## src/hdl/assert_macros.svh

```systemverilog
// Assertion macros shared by the NPY header parser modules.
// Depends on nothing; included by the files that carry assertions.
`ifndef ASSERT_MACROS_SVH
`define ASSERT_MACROS_SVH

// Checked on every rising edge, switched off while reset is high.
`define NHP_ASSERT(lbl, clk, rst, prop, msg) \
   lbl: assert property (@(posedge clk) disable iff (rst) prop) else $error(msg);

// Checked on every rising edge, also while reset is high.
`define NHP_ASSERT_ALWAYS(lbl, clk, prop, msg) \
   lbl: assert property (@(posedge clk) prop) else $error(msg);

`endif

```

## src/hdl/nhp_pkg.sv

```systemverilog
// Package of the NPY header parser: constants, codes, item and parser types.
// Depends on nothing; imported by every module of the parser.
package nhp_pkg;

   localparam int MAX_DIMS       = 4;
   localparam int MAX_HEADER_LEN = 65535;
   localparam int DIM_WIDTH      = 31;
   localparam int QUEUE_DEPTH    = 4;

   localparam int SC_W     = $clog2(MAX_DIMS + 1);
   localparam int DIM_IDX_W = (MAX_DIMS > 1) ? $clog2(MAX_DIMS) : 1;
   localparam int QPTR_W   = $clog2(QUEUE_DEPTH);
   localparam int QCNT_W   = $clog2(QUEUE_DEPTH + 1);

   localparam logic [DIM_WIDTH+3:0] DIM_LIMIT = {4'b0000, {DIM_WIDTH{1'b1}}};

   localparam logic [7:0] CH_QUOTE = 8'h27;

   localparam logic [0:4][7:0]  KEY_DESCR_S   = "descr";
   // The order key, spelled as its two words joined by an underscore.
   localparam logic [0:12][7:0] KEY_FORTRAN_S = {"fortran", "_", "order"};
   localparam logic [0:4][7:0]  KEY_SHAPE_S   = "shape";
   localparam logic [4:0] KEY_DESCR_LEN   = 5'd5;
   localparam logic [4:0] KEY_FORTRAN_LEN = 5'd13;
   localparam logic [4:0] KEY_SHAPE_LEN   = 5'd5;
   localparam logic [0:3][7:0]  WORD_TRUE_S  = "True";
   localparam logic [0:4][7:0]  WORD_FALSE_S = "False";

   localparam logic [1:0] KEY_DESCR   = 2'd0;
   localparam logic [1:0] KEY_FORTRAN = 2'd1;
   localparam logic [1:0] KEY_SHAPE   = 2'd2;

   localparam logic [2:0] DT_I1 = 3'd0;
   localparam logic [2:0] DT_I2 = 3'd1;
   localparam logic [2:0] DT_I4 = 3'd2;
   localparam logic [2:0] DT_U1 = 3'd3;
   localparam logic [2:0] DT_U2 = 3'd4;
   localparam logic [2:0] DT_F4 = 3'd5;
   localparam logic [2:0] DT_F8 = 3'd6;

   typedef enum logic [3:0] {
      ST_OK, ST_MAGIC, ST_TOO_LONG, ST_TOKEN, ST_GRAMMAR,
      ST_DTYPE, ST_KEY, ST_DIMS, ST_TRUNC, ST_OVERFLOW
   } status_type;

   typedef enum logic [3:0] {
      CL_SPACE, CL_LBR, CL_RBR, CL_LPA, CL_RPA, CL_COLON, CL_COMMA,
      CL_QUOTE, CL_T, CL_F, CL_DIGIT, CL_OTHER
   } class_type;

   typedef enum logic [3:0] {
      TK_LBR, TK_RBR, TK_LPA, TK_RPA, TK_COL, TK_COM, TK_STR, TK_TRUE, TK_FALSE, TK_INT
   } token_type;

   typedef enum logic [1:0] {PH_MAGIC, PH_LEN, PH_HDR, PH_DONE} phase_type;

   typedef enum logic [2:0] {LX_IDLE, LX_INT, LX_STR, LX_TRUE, LX_FALSE} lexer_type;

   typedef enum logic [3:0] {
      G_OPEN, G_KEY, G_COLON_D, G_COLON_F, G_COLON_S, G_DESCR, G_BOOL,
      G_LPAREN, G_ITEM, G_SEP, G_COMMA, G_CLOSED
   } grammar_type;

   typedef struct packed {
      logic [7:0] data_byte;
      logic       file_start;
      class_type  cls;
   } item_type;

   typedef struct packed {
      grammar_type                         gstate;
      logic [SC_W-1:0]                     shape_count;
      logic [MAX_DIMS-1:0][DIM_WIDTH-1:0]  dims;
      logic [2:0]                          type_code;
      logic                                order_flag;
   } parse_type;

   typedef struct packed {
      parse_type  p;
      status_type st;
   } feed_result_type;

   function automatic logic [7:0] magic_byte(input logic [2:0] idx);
      logic [7:0] b;
      case (idx)
         3'd0: b = 8'h93;
         3'd1: b = 8'h4E;
         3'd2: b = 8'h55;
         3'd3: b = 8'h4D;
         3'd4: b = 8'h50;
         3'd5: b = 8'h59;
         3'd6: b = 8'h01;
         default: b = 8'h00;
      endcase
      return b;
   endfunction

endpackage

```

## src/hdl/nhp_front.sv

```systemverilog
// Front end of the NPY header parser: takes bytes and tags each with its class.
// Depends on nhp_pkg; feeds nhp_queue.
module nhp_front (
   input  logic              req_valid,
   input  logic [7:0]        req_data_byte,
   input  logic              req_file_start,
   input  logic              q_full,
   output logic              req_stall,
   output logic              push,
   output nhp_pkg::item_type push_item
);
   import nhp_pkg::*;

   function automatic class_type classify(input logic [7:0] c);
      class_type k;
      case (c)
         8'h20, 8'h09, 8'h0A, 8'h0B, 8'h0C, 8'h0D: k = CL_SPACE;
         8'h7B: k = CL_LBR;
         8'h7D: k = CL_RBR;
         8'h28: k = CL_LPA;
         8'h29: k = CL_RPA;
         8'h3A: k = CL_COLON;
         8'h2C: k = CL_COMMA;
         CH_QUOTE: k = CL_QUOTE;
         8'h54: k = CL_T;
         8'h46: k = CL_F;
         default: begin
            if (c >= 8'h30 && c <= 8'h39) k = CL_DIGIT;
            else k = CL_OTHER;
         end
      endcase
      return k;
   endfunction

   assign req_stall = q_full;
   assign push      = req_valid && !q_full;

   always_comb begin
      push_item.data_byte  = req_data_byte;
      push_item.file_start = req_file_start;
      push_item.cls        = classify(req_data_byte);
   end

endmodule

```

## src/hdl/nhp_queue.sv

```systemverilog
// Short item queue between the front and back of the NPY header parser.
// Depends on nhp_pkg and assert_macros.svh.
`include "assert_macros.svh"
module nhp_queue (
   input  logic              clock,
   input  logic              reset,
   input  logic              push,
   input  nhp_pkg::item_type push_item,
   input  logic              pop,
   output logic              full,
   output logic              not_empty,
   output nhp_pkg::item_type head_item
);
   import nhp_pkg::*;

   item_type          mem_ff [QUEUE_DEPTH];
   logic [QPTR_W-1:0] head_ff, head_in, tail_ff, tail_in;
   logic [QCNT_W-1:0] count_ff, count_in;

   assign full      = (count_ff == QCNT_W'(QUEUE_DEPTH));
   assign not_empty = (count_ff != '0);
   assign head_item = mem_ff[head_ff];

   always_comb begin
      head_in  = pop  ? head_ff + 1'b1 : head_ff;
      tail_in  = push ? tail_ff + 1'b1 : tail_ff;
      count_in = count_ff + QCNT_W'(push) - QCNT_W'(pop);
   end

   always_ff @(posedge clock) begin
      if (reset) begin
         head_ff  <= '0;
         tail_ff  <= '0;
         count_ff <= '0;
      end else begin
         head_ff  <= head_in;
         tail_ff  <= tail_in;
         count_ff <= count_in;
      end
   end

   always_ff @(posedge clock) begin
      if (push) begin
         mem_ff[tail_ff] <= push_item;
      end
   end

   `NHP_ASSERT(a_count_range, clock, reset, count_ff <= QCNT_W'(QUEUE_DEPTH), "queue count overran")
   `NHP_ASSERT(a_count_track, clock, reset, 1'b1 |=> count_ff == $past(count_ff) + QCNT_W'($past(push)) - QCNT_W'($past(pop)), "queue count lost an item")
   `NHP_ASSERT(a_empty_ptrs, clock, reset, count_ff == '0 |-> head_ff == tail_ff, "empty queue with apart pointers")

endmodule

```

## src/hdl/nhp_back.sv

```systemverilog
// Back end of the NPY header parser: magic, length, lexer, dict grammar, result.
// Depends on nhp_pkg and assert_macros.svh; takes items from nhp_queue.
`include "assert_macros.svh"
module nhp_back (
   input  logic              clock,
   input  logic              reset,
   input  logic              q_valid,
   input  nhp_pkg::item_type item,
   output logic              pop,
   output logic              rsp_valid,
   input  logic              rsp_stall,
   output logic [3:0]        rsp_status,
   output logic [2:0]        rsp_element_type,
   output logic              rsp_column_major,
   output logic [2:0]        rsp_dim_count,
   output logic [30:0]       rsp_dim_zero,
   output logic [30:0]       rsp_dim_one,
   output logic [30:0]       rsp_dim_two,
   output logic [30:0]       rsp_dim_three,
   output logic [15:0]       rsp_header_bytes
);
   import nhp_pkg::*;

   phase_type            phase_ff, phase_in;
   logic [15:0]          byte_count_ff, byte_count_in;
   logic [15:0]          header_length_ff, header_length_in;
   lexer_type            lexer_ff, lexer_in;
   parse_type            parse_ff, parse_in;
   logic [2:0]           key_bits_ff, key_bits_in;
   logic [4:0]           key_pos_ff, key_pos_in;
   logic [2:0][7:0]      type_chars_ff, type_chars_in;
   logic [2:0]           type_char_count_ff, type_char_count_in;
   logic [DIM_WIDTH-1:0] number_ff, number_in;
   logic [2:0]           kw_pos_ff, kw_pos_in;
   logic                 emit;
   status_type           emit_status;
   logic                 rsp_valid_ff, rsp_valid_in;
   logic [3:0]           status_ff;
   logic [2:0]           element_type_ff;
   logic                 column_major_ff;
   logic [2:0]           dim_count_ff, dim_count_in;
   logic [3:0][30:0]     dims_out_ff, dims_out_in;
   logic [15:0]          header_bytes_ff;

   function automatic feed_result_type feed(
      input parse_type            p,
      input token_type            t,
      input logic                 key_ok,
      input logic [1:0]           key,
      input logic                 dt_ok,
      input logic [2:0]           dt,
      input logic [DIM_WIDTH-1:0] num
   );
      feed_result_type r;
      r.p  = p;
      r.st = ST_OK;
      case (p.gstate)
         G_OPEN: begin
            if (t != TK_LBR) r.st = ST_GRAMMAR;
            else r.p.gstate = G_KEY;
         end
         G_KEY: begin
            if (t == TK_RBR) r.p.gstate = G_CLOSED;
            else if (t != TK_STR) r.st = ST_GRAMMAR;
            else if (!key_ok) r.st = ST_KEY;
            else if (key == KEY_DESCR) r.p.gstate = G_COLON_D;
            else if (key == KEY_FORTRAN) r.p.gstate = G_COLON_F;
            else r.p.gstate = G_COLON_S;
         end
         G_COLON_D, G_COLON_F, G_COLON_S: begin
            if (t != TK_COL) r.st = ST_GRAMMAR;
            else if (p.gstate == G_COLON_D) r.p.gstate = G_DESCR;
            else if (p.gstate == G_COLON_F) r.p.gstate = G_BOOL;
            else r.p.gstate = G_LPAREN;
         end
         G_DESCR: begin
            if (t != TK_STR) r.st = ST_GRAMMAR;
            else if (!dt_ok) r.st = ST_DTYPE;
            else begin
               r.p.type_code = dt;
               r.p.gstate    = G_COMMA;
            end
         end
         G_BOOL: begin
            if (t != TK_TRUE && t != TK_FALSE) r.st = ST_GRAMMAR;
            else begin
               r.p.order_flag = (t == TK_TRUE);
               r.p.gstate     = G_COMMA;
            end
         end
         G_LPAREN: begin
            if (t != TK_LPA) r.st = ST_GRAMMAR;
            else begin
               r.p.shape_count = '0;
               r.p.dims        = '0;
               r.p.gstate      = G_ITEM;
            end
         end
         G_ITEM: begin
            if (t == TK_RPA) r.p.gstate = G_COMMA;
            else if (t != TK_INT) r.st = ST_GRAMMAR;
            else if (p.shape_count >= SC_W'(MAX_DIMS)) r.st = ST_DIMS;
            else begin
               r.p.dims[p.shape_count[DIM_IDX_W-1:0]] = num;
               r.p.shape_count = p.shape_count + 1'b1;
               r.p.gstate      = G_SEP;
            end
         end
         G_SEP: begin
            if (t == TK_RPA) r.p.gstate = G_COMMA;
            else if (t != TK_COM) r.st = ST_GRAMMAR;
            else if (p.shape_count >= SC_W'(MAX_DIMS)) r.st = ST_DIMS;
            else r.p.gstate = G_ITEM;
         end
         G_COMMA: begin
            if (t != TK_COM) r.st = ST_GRAMMAR;
            else r.p.gstate = G_KEY;
         end
         default: ;
      endcase
      return r;
   endfunction

   function automatic logic [30:0] dim_at(
      input logic [MAX_DIMS-1:0][DIM_WIDTH-1:0] d,
      input int                                 i
   );
      logic [62:0] w;
      w = '0;
      for (int j = 0; j < MAX_DIMS; j++) begin
         if (j == i) w = 63'(d[j]);
      end
      return w[30:0];
   endfunction

   assign pop = q_valid && (!rsp_valid_ff || !rsp_stall);

   always_comb begin
      phase_type            ph;
      logic [15:0]          bc, hl;
      lexer_type            lx;
      parse_type            ps;
      logic [2:0]           kb;
      logic [4:0]           kp;
      logic [2:0][7:0]      tc;
      logic [2:0]           tn, kw, kw_len;
      logic [DIM_WIDTH-1:0] num;
      logic [7:0]           c, want;
      status_type           st;
      feed_result_type      fr;
      logic                 key_ok, dt_ok, dispatch, tok_valid;
      logic [1:0]           key;
      logic [2:0]           dt;
      token_type            tok;
      logic [DIM_WIDTH+3:0] prod;
      logic [7:0]           cnt_wide;

      ph = phase_ff; bc = byte_count_ff; hl = header_length_ff; lx = lexer_ff;
      ps = parse_ff; kb = key_bits_ff; kp = key_pos_ff; tc = type_chars_ff;
      tn = type_char_count_ff; num = number_ff; kw = kw_pos_ff;
      if (item.file_start) begin
         ph = PH_MAGIC; bc = '0; hl = '0; lx = LX_IDLE;
         ps.gstate = G_OPEN; ps.shape_count = '0; ps.dims = '0;
         ps.type_code = '0; ps.order_flag = 1'b0;
         kb = 3'b111; kp = '0; tc = '0; tn = '0; num = '0; kw = '0;
      end
      c  = item.data_byte;
      st = ST_OK;
      emit = 1'b0;
      dispatch = 1'b0;
      tok_valid = 1'b0;
      tok = TK_LBR;
      want = 8'h00;
      kw_len = 3'd4;
      fr = '0;

      // The key and dtype seen so far, as the closing quote would report them.
      key_ok = 1'b1;
      if (kb[0] && kp == KEY_DESCR_LEN) key = KEY_DESCR;
      else if (kb[1] && kp == KEY_FORTRAN_LEN) key = KEY_FORTRAN;
      else if (kb[2] && kp == KEY_SHAPE_LEN) key = KEY_SHAPE;
      else begin
         key = KEY_DESCR;
         key_ok = 1'b0;
      end
      dt_ok = 1'b1;
      dt = DT_I1;
      if (tn != 3'd3 || tc[0] != 8'h3C) dt_ok = 1'b0;
      else begin
         case (tc[1])
            8'h69: begin
               if (tc[2] == 8'h31) dt = DT_I1;
               else if (tc[2] == 8'h32) dt = DT_I2;
               else if (tc[2] == 8'h34) dt = DT_I4;
               else dt_ok = 1'b0;
            end
            8'h75: begin
               if (tc[2] == 8'h31) dt = DT_U1;
               else if (tc[2] == 8'h32) dt = DT_U2;
               else dt_ok = 1'b0;
            end
            8'h66: begin
               if (tc[2] == 8'h34) dt = DT_F4;
               else if (tc[2] == 8'h38) dt = DT_F8;
               else dt_ok = 1'b0;
            end
            default: dt_ok = 1'b0;
         endcase
      end
      prod = {1'b0, num, 3'b000} + {3'b000, num, 1'b0} + (DIM_WIDTH+4)'(c[3:0]);

      case (ph)
         PH_MAGIC: begin
            if (c != magic_byte(bc[2:0])) begin
               emit = 1'b1;
               st = ST_MAGIC;
            end else begin
               bc = bc + 16'd1;
               if (bc >= 16'd8) ph = PH_LEN;
            end
         end
         PH_LEN: begin
            if (bc == 16'd8) begin
               hl = {8'h00, c};
               bc = 16'd9;
            end else begin
               hl = {c, hl[7:0]};
               if (17'(hl) > 17'(MAX_HEADER_LEN)) begin
                  emit = 1'b1;
                  st = ST_TOO_LONG;
               end else if (hl == 16'd0) begin
                  emit = 1'b1;
                  st = ST_TRUNC;
               end else begin
                  ph = PH_HDR;
                  bc = '0;
               end
            end
         end
         PH_HDR: begin
            if (ps.gstate != G_CLOSED) begin
               case (lx)
                  LX_STR: begin
                     if (c == CH_QUOTE) begin
                        lx = LX_IDLE;
                        fr = feed(ps, TK_STR, key_ok, key, dt_ok, dt, num);
                        ps = fr.p;
                        st = fr.st;
                     end else if (c == 8'h00) begin
                        st = ST_TOKEN;
                     end else begin
                        if (kp >= KEY_DESCR_LEN || KEY_DESCR_S[kp[2:0]] != c) kb[0] = 1'b0;
                        if (kp >= KEY_FORTRAN_LEN || KEY_FORTRAN_S[kp[3:0]] != c)
                           kb[1] = 1'b0;
                        if (kp >= KEY_SHAPE_LEN || KEY_SHAPE_S[kp[2:0]] != c) kb[2] = 1'b0;
                        if (kp < 5'd31) kp = kp + 5'd1;
                        if (tn < 3'd3) tc[tn[1:0]] = c;
                        if (tn < 3'd7) tn = tn + 3'd1;
                     end
                  end
                  LX_INT: begin
                     if (item.cls == CL_DIGIT) begin
                        if (prod > DIM_LIMIT) st = ST_OVERFLOW;
                        else num = prod[DIM_WIDTH-1:0];
                     end else begin
                        lx = LX_IDLE;
                        fr = feed(ps, TK_INT, key_ok, key, dt_ok, dt, num);
                        ps = fr.p;
                        st = fr.st;
                        dispatch = (fr.st == ST_OK);
                     end
                  end
                  LX_TRUE, LX_FALSE: begin
                     if (lx == LX_TRUE) begin
                        want = WORD_TRUE_S[kw[1:0]];
                        kw_len = 3'd4;
                     end else begin
                        want = (kw < 3'd5) ? WORD_FALSE_S[kw] : WORD_FALSE_S[0];
                        kw_len = 3'd5;
                     end
                     if (c != want) st = ST_TOKEN;
                     else begin
                        kw = kw + 3'd1;
                        if (kw >= kw_len) begin
                           fr = feed(ps, (lx == LX_TRUE) ? TK_TRUE : TK_FALSE,
                                     key_ok, key, dt_ok, dt, num);
                           lx = LX_IDLE;
                           ps = fr.p;
                           st = fr.st;
                        end
                     end
                  end
                  default: dispatch = 1'b1;
               endcase

               // Byte seen between tokens, possibly right after an integer ended.
               if (dispatch) begin
                  case (item.cls)
                     CL_SPACE: ;
                     CL_LBR: begin tok_valid = 1'b1; tok = TK_LBR; end
                     CL_RBR: begin tok_valid = 1'b1; tok = TK_RBR; end
                     CL_LPA: begin tok_valid = 1'b1; tok = TK_LPA; end
                     CL_RPA: begin tok_valid = 1'b1; tok = TK_RPA; end
                     CL_COLON: begin tok_valid = 1'b1; tok = TK_COL; end
                     CL_COMMA: begin tok_valid = 1'b1; tok = TK_COM; end
                     CL_QUOTE: begin
                        lx = LX_STR; kb = 3'b111; kp = '0; tn = '0; tc = '0;
                     end
                     CL_T: begin lx = LX_TRUE; kw = 3'd1; end
                     CL_F: begin lx = LX_FALSE; kw = 3'd1; end
                     CL_DIGIT: begin
                        lx = LX_INT;
                        num = DIM_WIDTH'(c[3:0]);
                     end
                     default: st = ST_TOKEN;
                  endcase
                  if (tok_valid) begin
                     fr = feed(ps, tok, key_ok, key, dt_ok, dt, num);
                     ps = fr.p;
                     st = fr.st;
                  end
               end
            end
            bc = bc + 16'd1;
            if (st != ST_OK) begin
               emit = 1'b1;
            end else if (bc == hl) begin
               // Header end: hand over a pending integer, then check closure.
               emit = 1'b1;
               if (lx == LX_INT) begin
                  lx = LX_IDLE;
                  fr = feed(ps, TK_INT, key_ok, key, dt_ok, dt, num);
                  ps = fr.p;
                  st = fr.st;
               end
               if (st == ST_OK) begin
                  if (lx == LX_STR) st = ST_TRUNC;
                  else if (lx == LX_TRUE || lx == LX_FALSE) st = ST_TOKEN;
                  else if (ps.gstate != G_CLOSED) st = ST_TRUNC;
               end
            end
         end
         default: ;
      endcase
      if (emit) ph = PH_DONE;

      phase_in = ph; byte_count_in = bc; header_length_in = hl; lexer_in = lx;
      parse_in = ps; key_bits_in = kb; key_pos_in = kp; type_chars_in = tc;
      type_char_count_in = tn; number_in = num; kw_pos_in = kw;
      emit_status = st;
      cnt_wide = 8'(ps.shape_count);
      for (int i = 0; i < 4; i++) begin
         dims_out_in[i] = dim_at(ps.dims, i);
      end
      rsp_valid_in = (pop && emit) ? 1'b1 : (rsp_stall ? rsp_valid_ff : 1'b0);
      if (pop && emit) begin
         dim_count_in = cnt_wide[2:0];
      end else begin
         dim_count_in = dim_count_ff;
      end
   end

   always_ff @(posedge clock) begin
      if (reset) begin
         phase_ff           <= PH_MAGIC;
         byte_count_ff      <= '0;
         header_length_ff   <= '0;
         lexer_ff           <= LX_IDLE;
         parse_ff           <= '{gstate: G_OPEN, shape_count: '0, dims: '0,
                                 type_code: '0, order_flag: 1'b0};
         key_bits_ff        <= 3'b111;
         key_pos_ff         <= '0;
         type_chars_ff      <= '0;
         type_char_count_ff <= '0;
         number_ff          <= '0;
         kw_pos_ff          <= '0;
         rsp_valid_ff       <= 1'b0;
      end else begin
         if (pop) begin
            phase_ff           <= phase_in;
            byte_count_ff      <= byte_count_in;
            header_length_ff   <= header_length_in;
            lexer_ff           <= lexer_in;
            parse_ff           <= parse_in;
            key_bits_ff        <= key_bits_in;
            key_pos_ff         <= key_pos_in;
            type_chars_ff      <= type_chars_in;
            type_char_count_ff <= type_char_count_in;
            number_ff          <= number_in;
            kw_pos_ff          <= kw_pos_in;
         end
         rsp_valid_ff <= rsp_valid_in;
      end
   end

   always_ff @(posedge clock) begin
      if (pop && emit) begin
         status_ff       <= emit_status;
         element_type_ff <= parse_in.type_code;
         column_major_ff <= parse_in.order_flag;
         dims_out_ff     <= dims_out_in;
         header_bytes_ff <= header_length_in;
      end
      dim_count_ff <= dim_count_in;
   end

   assign rsp_valid        = rsp_valid_ff;
   assign rsp_status       = status_ff;
   assign rsp_element_type = element_type_ff;
   assign rsp_column_major = column_major_ff;
   assign rsp_dim_count    = dim_count_ff;
   assign rsp_dim_zero     = dims_out_ff[0];
   assign rsp_dim_one      = dims_out_ff[1];
   assign rsp_dim_two      = dims_out_ff[2];
   assign rsp_dim_three    = dims_out_ff[3];
   assign rsp_header_bytes = header_bytes_ff;

   `NHP_ASSERT(a_emit_done, clock, reset, pop && emit |=> phase_ff == PH_DONE && rsp_valid_ff, "result given without closing the file")
   `NHP_ASSERT(a_rsp_hold, clock, reset, rsp_valid_ff && rsp_stall |=> rsp_valid_ff && $stable(status_ff), "stalled result changed")
   `NHP_ASSERT(a_no_pop_blocked, clock, reset, rsp_valid_ff && rsp_stall |-> !pop, "item taken while a result waits")

endmodule

```

## src/hdl/npy_header_parser.sv

```systemverilog
// Top level of the NPY header parser: front classifier, item queue, back parser.
// Depends on nhp_pkg, nhp_front, nhp_queue and nhp_back.
//
//   Channel   Direction   Handshake                Payload
//   req_      in          req_valid / req_stall    req_data_byte, req_file_start
//   rsp_      out         rsp_valid / rsp_stall    status, element_type, column_major,
//                                                  dim_count, dim_*, header_bytes
//
// The parser sustains one byte item per clock while no result waits under rsp_stall.
// The front tags a byte with its class and writes it into a four-entry queue; the
// back takes one item a cycle from the queue, and a result is registered in the back
// once its byte leaves the queue. The back stops only while a result waits under
// rsp_stall, and the front stalls the requester only when the queue is full.
// Reset is synchronous and active high; it empties the queue and returns the
// parser to the magic phase with every parsed field cleared.
module npy_header_parser (
   input  logic        clock,
   input  logic        reset,
   input  logic        req_valid,
   output logic        req_stall,
   input  logic [7:0]  req_data_byte,
   input  logic        req_file_start,
   output logic        rsp_valid,
   input  logic        rsp_stall,
   output logic [3:0]  rsp_status,
   output logic [2:0]  rsp_element_type,
   output logic        rsp_column_major,
   output logic [2:0]  rsp_dim_count,
   output logic [30:0] rsp_dim_zero,
   output logic [30:0] rsp_dim_one,
   output logic [30:0] rsp_dim_two,
   output logic [30:0] rsp_dim_three,
   output logic [15:0] rsp_header_bytes
);
   import nhp_pkg::*;

   // Items travel front -> queue -> back; the queue decouples the two stall sides.
   logic     push, pop, q_full, q_valid;
   item_type push_item, head_item;

   nhp_front u_front (
      .req_valid      (req_valid),
      .req_data_byte  (req_data_byte),
      .req_file_start (req_file_start),
      .q_full         (q_full),
      .req_stall      (req_stall),
      .push           (push),
      .push_item      (push_item)
   );

   nhp_queue u_queue (
      .clock     (clock),
      .reset     (reset),
      .push      (push),
      .push_item (push_item),
      .pop       (pop),
      .full      (q_full),
      .not_empty (q_valid),
      .head_item (head_item)
   );

   // The back holds the whole parser state and the result register.
   nhp_back u_back (
      .clock            (clock),
      .reset            (reset),
      .q_valid          (q_valid),
      .item             (head_item),
      .pop              (pop),
      .rsp_valid        (rsp_valid),
      .rsp_stall        (rsp_stall),
      .rsp_status       (rsp_status),
      .rsp_element_type (rsp_element_type),
      .rsp_column_major (rsp_column_major),
      .rsp_dim_count    (rsp_dim_count),
      .rsp_dim_zero     (rsp_dim_zero),
      .rsp_dim_one      (rsp_dim_one),
      .rsp_dim_two      (rsp_dim_two),
      .rsp_dim_three    (rsp_dim_three),
      .rsp_header_bytes (rsp_header_bytes)
   );

endmodule

```

## config.mk

```make
export PLATFORM = sky130hd
export DESIGN_NAME = npy_header_parser
export DESIGN_NICKNAME = d
export VERILOG_FILES = /design/src/hdl/nhp_pkg.sv /design/src/hdl/nhp_front.sv /design/src/hdl/nhp_queue.sv /design/src/hdl/nhp_back.sv /design/src/hdl/npy_header_parser.sv
export VERILOG_INCLUDE_DIRS = /design/src /design/src/hdl
export SDC_FILE = /design/constraint.sdc
export NUM_CORES = 2
export LEC_CHECK = 0
export BUFFER_PORTS_ARGS = -buffer_cell sky130_fd_sc_hd__buf_4
export CAP_MARGIN = 20
export CORE_MARGIN = 10
export CORE_UTILIZATION = 35
export DETAILED_ROUTE_END_ITERATION = 6
export SLEW_MARGIN = 20
export SYNTH_ARGS = -nofsm -noshare
export SYNTH_HDL_FRONTEND = slang
export SYNTH_HIERARCHICAL = 1
export SYNTH_SLANG_ARGS = --single-unit
```

## constraint.sdc

```tcl
create_clock -name clock -period 11.6 [get_ports clock]
set_input_delay 2.32 -clock clock [delete_from_list [all_inputs] [get_ports clock]]
set_output_delay 2.32 -clock clock [all_outputs]
set_load 0.03 [all_outputs]
```

# Word level (Yosys, flattened, before mapping)

Memories as Yosys holds them, arrays and structs flattened. A register that Yosys moved wholly into a read port is not among the register bits.
Index checks and enable logic that the tools add are counted.

Flip-flop bits (word level): 400
Bits in writable memories: 52
Memory bits (read-only): 320
Input bits: 13
Output and inout bits: 153
Word-level logic and storage cells: 562
Memories: 5

Add/subtract/negate cells: 13
Order comparisons: 26
Equal/unequal tests: 115
Mux-type cells: 318
Bitwise operators: 4
Reductions and logical operators: 48

Memory list:

| memory          | depth | bits a word | read ports | clocked after Yosys merged registers in | wr ports | RTL line        | text |
|---|---|---|---|---|---|---|---|
| (no name shown) | 16    | 8           | 1          | 0                                       | 0        | nhp_back.sv:253 | `if (kp >= KEY_FORTRAN_LEN \|\| KEY_FORTRAN_S[kp[3:0]] != c)` |
| (no name shown) | 8     | 8           | 1          | 0                                       | 0        | nhp_back.sv:278 | `want = (kw < 3'd5) ? WORD_FALSE_S[kw] : WORD_FALSE_S[0];` |
| (no name shown) | 8     | 8           | 1          | 0                                       | 0        | nhp_back.sv:255 | `if (kp >= KEY_SHAPE_LEN \|\| KEY_SHAPE_S[kp[2:0]] != c) kb[2] = 1'b0;` |
| (no name shown) | 8     | 8           | 1          | 0                                       | 0        | nhp_back.sv:252 | `if (kp >= KEY_DESCR_LEN \|\| KEY_DESCR_S[kp[2:0]] != c) kb[0] = 1'b0;` |
| u_queue.mem_ff  | 4     | 13          | 1          | 1                                       | 1        | nhp_queue.sv:16 | `item_type mem_ff [QUEUE_DEPTH];` |

Operators with widths:

| cell               | number |
|---|---|
| $mux 135           | 18 |
| $mux 131           | 7 |
| $mux 127           | 4 |
| $pmux 127 s2       | 2 |
| $mux 31            | 15 |
| $pmux 135 s3       | 1 |
| $bwmux 124         | 3 |
| $mux 4             | 72 |
| $mux 3             | 75 |
| $mux 24            | 9 |
| $demux 31 s2       | 3 |
| $pmux 4 s9         | 4 |
| $mux 8             | 17 |
| $mux 16            | 7 |
| $eq 8x6->1 const B | 11 |
| $eq 4x3->1 const B | 18 |
| $eq 8x7->1 const B | 7 |
| $pmux 8 s7         | 1 |
| $eq 4x4->1 const B | 12 |
| $pmux 16 s3        | 1 |
| $mux 5             | 9 |
| $eq 4x2->1 const B | 10 |
| $eq 8x4->1 const B | 5 |
| $ne 8x8->1         | 5 |
| 72 further kinds   | 208 |

# Depth between registers and ports, before layout

Word-level depth: 50
Gate-level depth with buffers: 26
Gate-level depth less buffers: 20

# Cells and area by module

The synthesis kept the hierarchy.

Modules (own cells, without submodules):

| module    | instances | cells an instance | area each (sq um) | seq. area each (sq um) |
|---|---|---|---|---|
| nhp_back  | 1         | 3193              | 25613.3           | 9379.0 |
| nhp_queue | 1         | 109               | 2322.2            | 1741.7 |
| nhp_front | 1         | 57                | 381.6             | 0.0 |

# Worst setup path before layout

Ideal clock, no wire load.

Kind: register to register
Start: register (tool-made name)
End: register u_back.column_major_ff (netlist: u_back/rsp_column_major) (enable)
Setup time: 0.663 ns
Data arrival time: 11.596 ns
Required time: 10.937 ns
Path slack: -0.660 ns
Stages on the path, launching flop included: 24
Path buffers: 9
Period minus slack after synthesis: 12.260 ns
Cell sequence: dfxtp_1 -> buf_6 -> mux4_2 -> buf_6 -> buf_6 -> clkbuf_1 -> clkbuf_1 -> buf_1 -> buf_1 -> clkbuf_1 -> buf_1 -> nor2_1 -> ha_1 -> ha_1 -> a21oi_1 -> o211ai_1 -> a2111oi_0 -> o2111a_1 -> a211oi_1 -> o211a_1 -> a21oi_1 -> nor4_1 -> o21a_1 -> nor2_1

RTL lines:

| item                 | RTL line        | text |
|---|---|---|
| end signal, assigned | nhp_back.sv:400 | `column_major_ff <= parse_in.order_flag;` |
| end, declared        | nhp_back.sv:40  | `logic column_major_ff;` |

==> out/metrics.yaml <==
timing:
  fmax_mhz: 117
  drv_slew: 0
  timing_hold_violations_final: 0
  period_share_pct: 73.6
  skew_ns: 0.0365
  maxSlewHeadroom_pct: 13.8
  worstMarginPinSlew_ns: 1.29
  final.setup.tns_ns: 0
  rsz0062_at_grt: "no"
  final.min_clock_period_ns: 8.54
  setup_viol: 0
final_layout:
  drive_gt1_share_pct: 10.6
  diodes: 0
  area_growth_pct: 12.4
  fin_area_um2: 31800
  final_nets: 3472
  post-route-util_pct: 39.6
cts:
  hold_buffers: 0
  htree_levels: 2
  post-cts-setup-buffers: 0
  cts_root_buf: "clkbuf_16"
  clkSlewWorstSetupHoldPaths_ns: 0.07
  insertion_delay_ns: 0.64
  clk_path_buf_depth: 3
  post_cts_resized: 0
  cts_tree: "done"
  cts_buffers: 51
  clkSinkCount: 454
critical_path:
  worst_ep_arrival_time_ns: 8.90
  setup.worst_path.end_class: "flop"
  worst_ep_required_time_ns: 11.96
  criticalPathCategory: "flop to flop"
  critPathLaunchType: "flop"
  worstPathMaxFanout: 68
placed_design:
  io_buffers: 165
  routabilityCongestion: 0.962
  place_area_um2: 30100
  place_hpwl_um: 67800
die:
  row_count: 104
  core_um2: 80400
  start_util_pct: 35.2
  die_area_um2: 92700
  die_x_um: 304
  ios: 166
  die_h_um: 304
global_route:
  grt_remaining_overflow: 0
  grt_pass1_vias: 24487
  grt_pass1_wl_um: 152000
  antenna_found_initial: 2
  grt.total_usage_pct: 20.3
  grt_max_degree: 190
min_path:
  hp-class: "flop to flop"
yosys:
  synth-main-ff-cell: "dfxtp_1"
  synthCells: 3359
  synthArstFlopShare_pct: 0
  synth_area_leaders: "edfxtp_1, dfxtp_1, nand2_1"
  syn_area_per_cell_um2: 8.43
  syn_area_um2: 28300
  yosys.area.top_type: "edfxtp_1"
  yosys.area.top_type_share_pct: 21.5
  synth.most_common_cell: "nand2_1"
  synth_commonest_cells: "nand2_1, nor2_1, a21oi_1, dfxtp_1, edfxtp_1"
  ys_seq_elements: 454
  syn_nets: 3475
  synthDistinctLibCells: 104
  synth_warnings: 6
  ys_seq_area_share_pct: 39.3
  synth-edff-count: 203
drt:
  final_antenna_net_count: 0
  vias_per_cell: 5.99
  drcViolationCount: 0
  vias: 26709
  first_pass_iters: 6
  routed_wirelength_um: 99700
  drtIter0Drc: 3161
  wire_per_inst_um: 22.4
power_and_ir_drop:
  finalPower_mw: 8.11
  p_per_area_nw_per_um2: 255
  p_leak_nw: 11.7
  irDropWorstVdd_uv: 303
flow_run:
  max_cap_violations: 0
outcome:
  status: "finished clean"
sequential cells by signal, indices dropped and copies added (netlist names), 4 cells and up, named ones only:
name and flops:
u_back/header_length_ff 16, u_back/rsp_dim_one 31, u_back/rsp_dim_zero 31, u_back/parse_ff 135, u_back/key_pos_ff 5, u_back/number_ff 31, u_back/rsp_status 4, u_back/byte_count_ff 16
u_back/rsp_dim_two 31, u_queue/mem_ff 52, u_back/rsp_header_bytes 16, u_back/type_chars_ff 24, u_back/rsp_dim_three 31
cell families (layout without fill, tap and decap cells):
| kind of cell | count (synthesis) | count (layout) | synth area share [%] |
|---|---|---|---|
| adder cells (fa/ha/maj) | 103 | 103 | 4.63 |
| AND/OR/NAND/NOR | 1331 | 1331 | 21.8 |
| XOR/XNOR | 78 | 78 | 2.47 |
| AO/OA/AOI/OAI | 980 | 980 | 22.9 |
| buffers and inverters | 324 | 364 | 5.14 |
| flip-flops | 454 | 454 | 39.3 |
| multiplexers | 89 | 89 | 3.79 |
power breakdown:
part	internal [mW]	leakage [nW]	total [mW]	switching [mW]
Combinational	1.10	6.85	3.67	2.57
Clock	0.954	0.847	1.68	0.725
Sequential	2.39	4.03	2.76	0.366
routing by layer:
metal  share of wire (%)  global-route usage, %
met4                 3.2                   6.63
met1                  43                   28.3
met3                 9.0                   3.32
met5               0.013                      0
met2                  44                   31.4
worst max-delay path: stages (launching register included):
cell and delay, ns:
dfxtp_1 0.85, mux4_4 1.11, inv_2 0.85, nand2_1 0.30, inv_1 0.20, ha_1 0.18
ha_1 0.14, nor4b_1 0.23, nand4_1 0.32, mux2i_1 0.24, o211ai_1 0.20, and2_1 0.35
a41oi_1 0.25, a31oi_1 0.10, a21oi_1 0.40, and4_4 0.87, and2_1 0.77, buf_4 0.44
mux2i_1 0.29, nand2_1 0.09
final timing paths:
check	startpoint	end	slack (ns)	cells past startpoint
max	flop	u_back/rsp_dim_one[25]$_DFFE_PP_	3.06	19
min	u_back/parse_ff[128]$_SDFFE_PP0P_	u_back/parse_ff[128]$_SDFFE_PP0P_	0.45	2
max reg2reg	flop	u_back/rsp_dim_one[25]$_DFFE_PP_	3.06	19
min reg2reg	u_back/parse_ff[128]$_SDFFE_PP0P_	u_back/parse_ff[128]$_SDFFE_PP0P_	0.45	2
per-stage QoR:
step,hold slack (ns),setup slack (ns),instances
2_1_floorplan,0.432,1.90,3359
3_3_place_gp,0.441,3.34,4363
3_5_place_dp,0.444,3.11,4363
4_1_cts,0.454,3.08,4459
5_1_grt,0.478,2.37,4459
6_report,0.454,3.06,4459
cell usage in the layout (no fill, tap or decap), types with 22 or more instances in the layout:
master and n:
a211oi_1 22, a21o_1 29, a21oi_1 253, a221o_1 60, a22o_1 24, a22oi_1 43, a31oi_1 80, a32oi_1 34
and2_1 28, and3_1 27, buf_4 204, clkbuf_16 51, dfxtp_1 251, edfxtp_1 203, ha_1 100, inv_1 55
mux2i_1 70, nand2_1 524, nand3_1 115, nand4_1 28, nor2_1 337, nor2b_1 36, nor3_1 60, nor4_1 23
o21a_1 72, o21ai_0 195, or3_1 28, xnor2_1 51, xor2_1 26
final cells by class:
cell class / count / area (um^2)
inverters: 61 / 234
fillers: 8095 / 48600
repair buffers: 207 / 1580
clock buffers: 66 / 1390
well taps: 1060 / 1330
flip-flops and latches: 454 / 11100
clock inverters: 30 / 354
multi-input cells: 2581 / 15800
No activity file was read; power rests on OpenSTA's default activity.
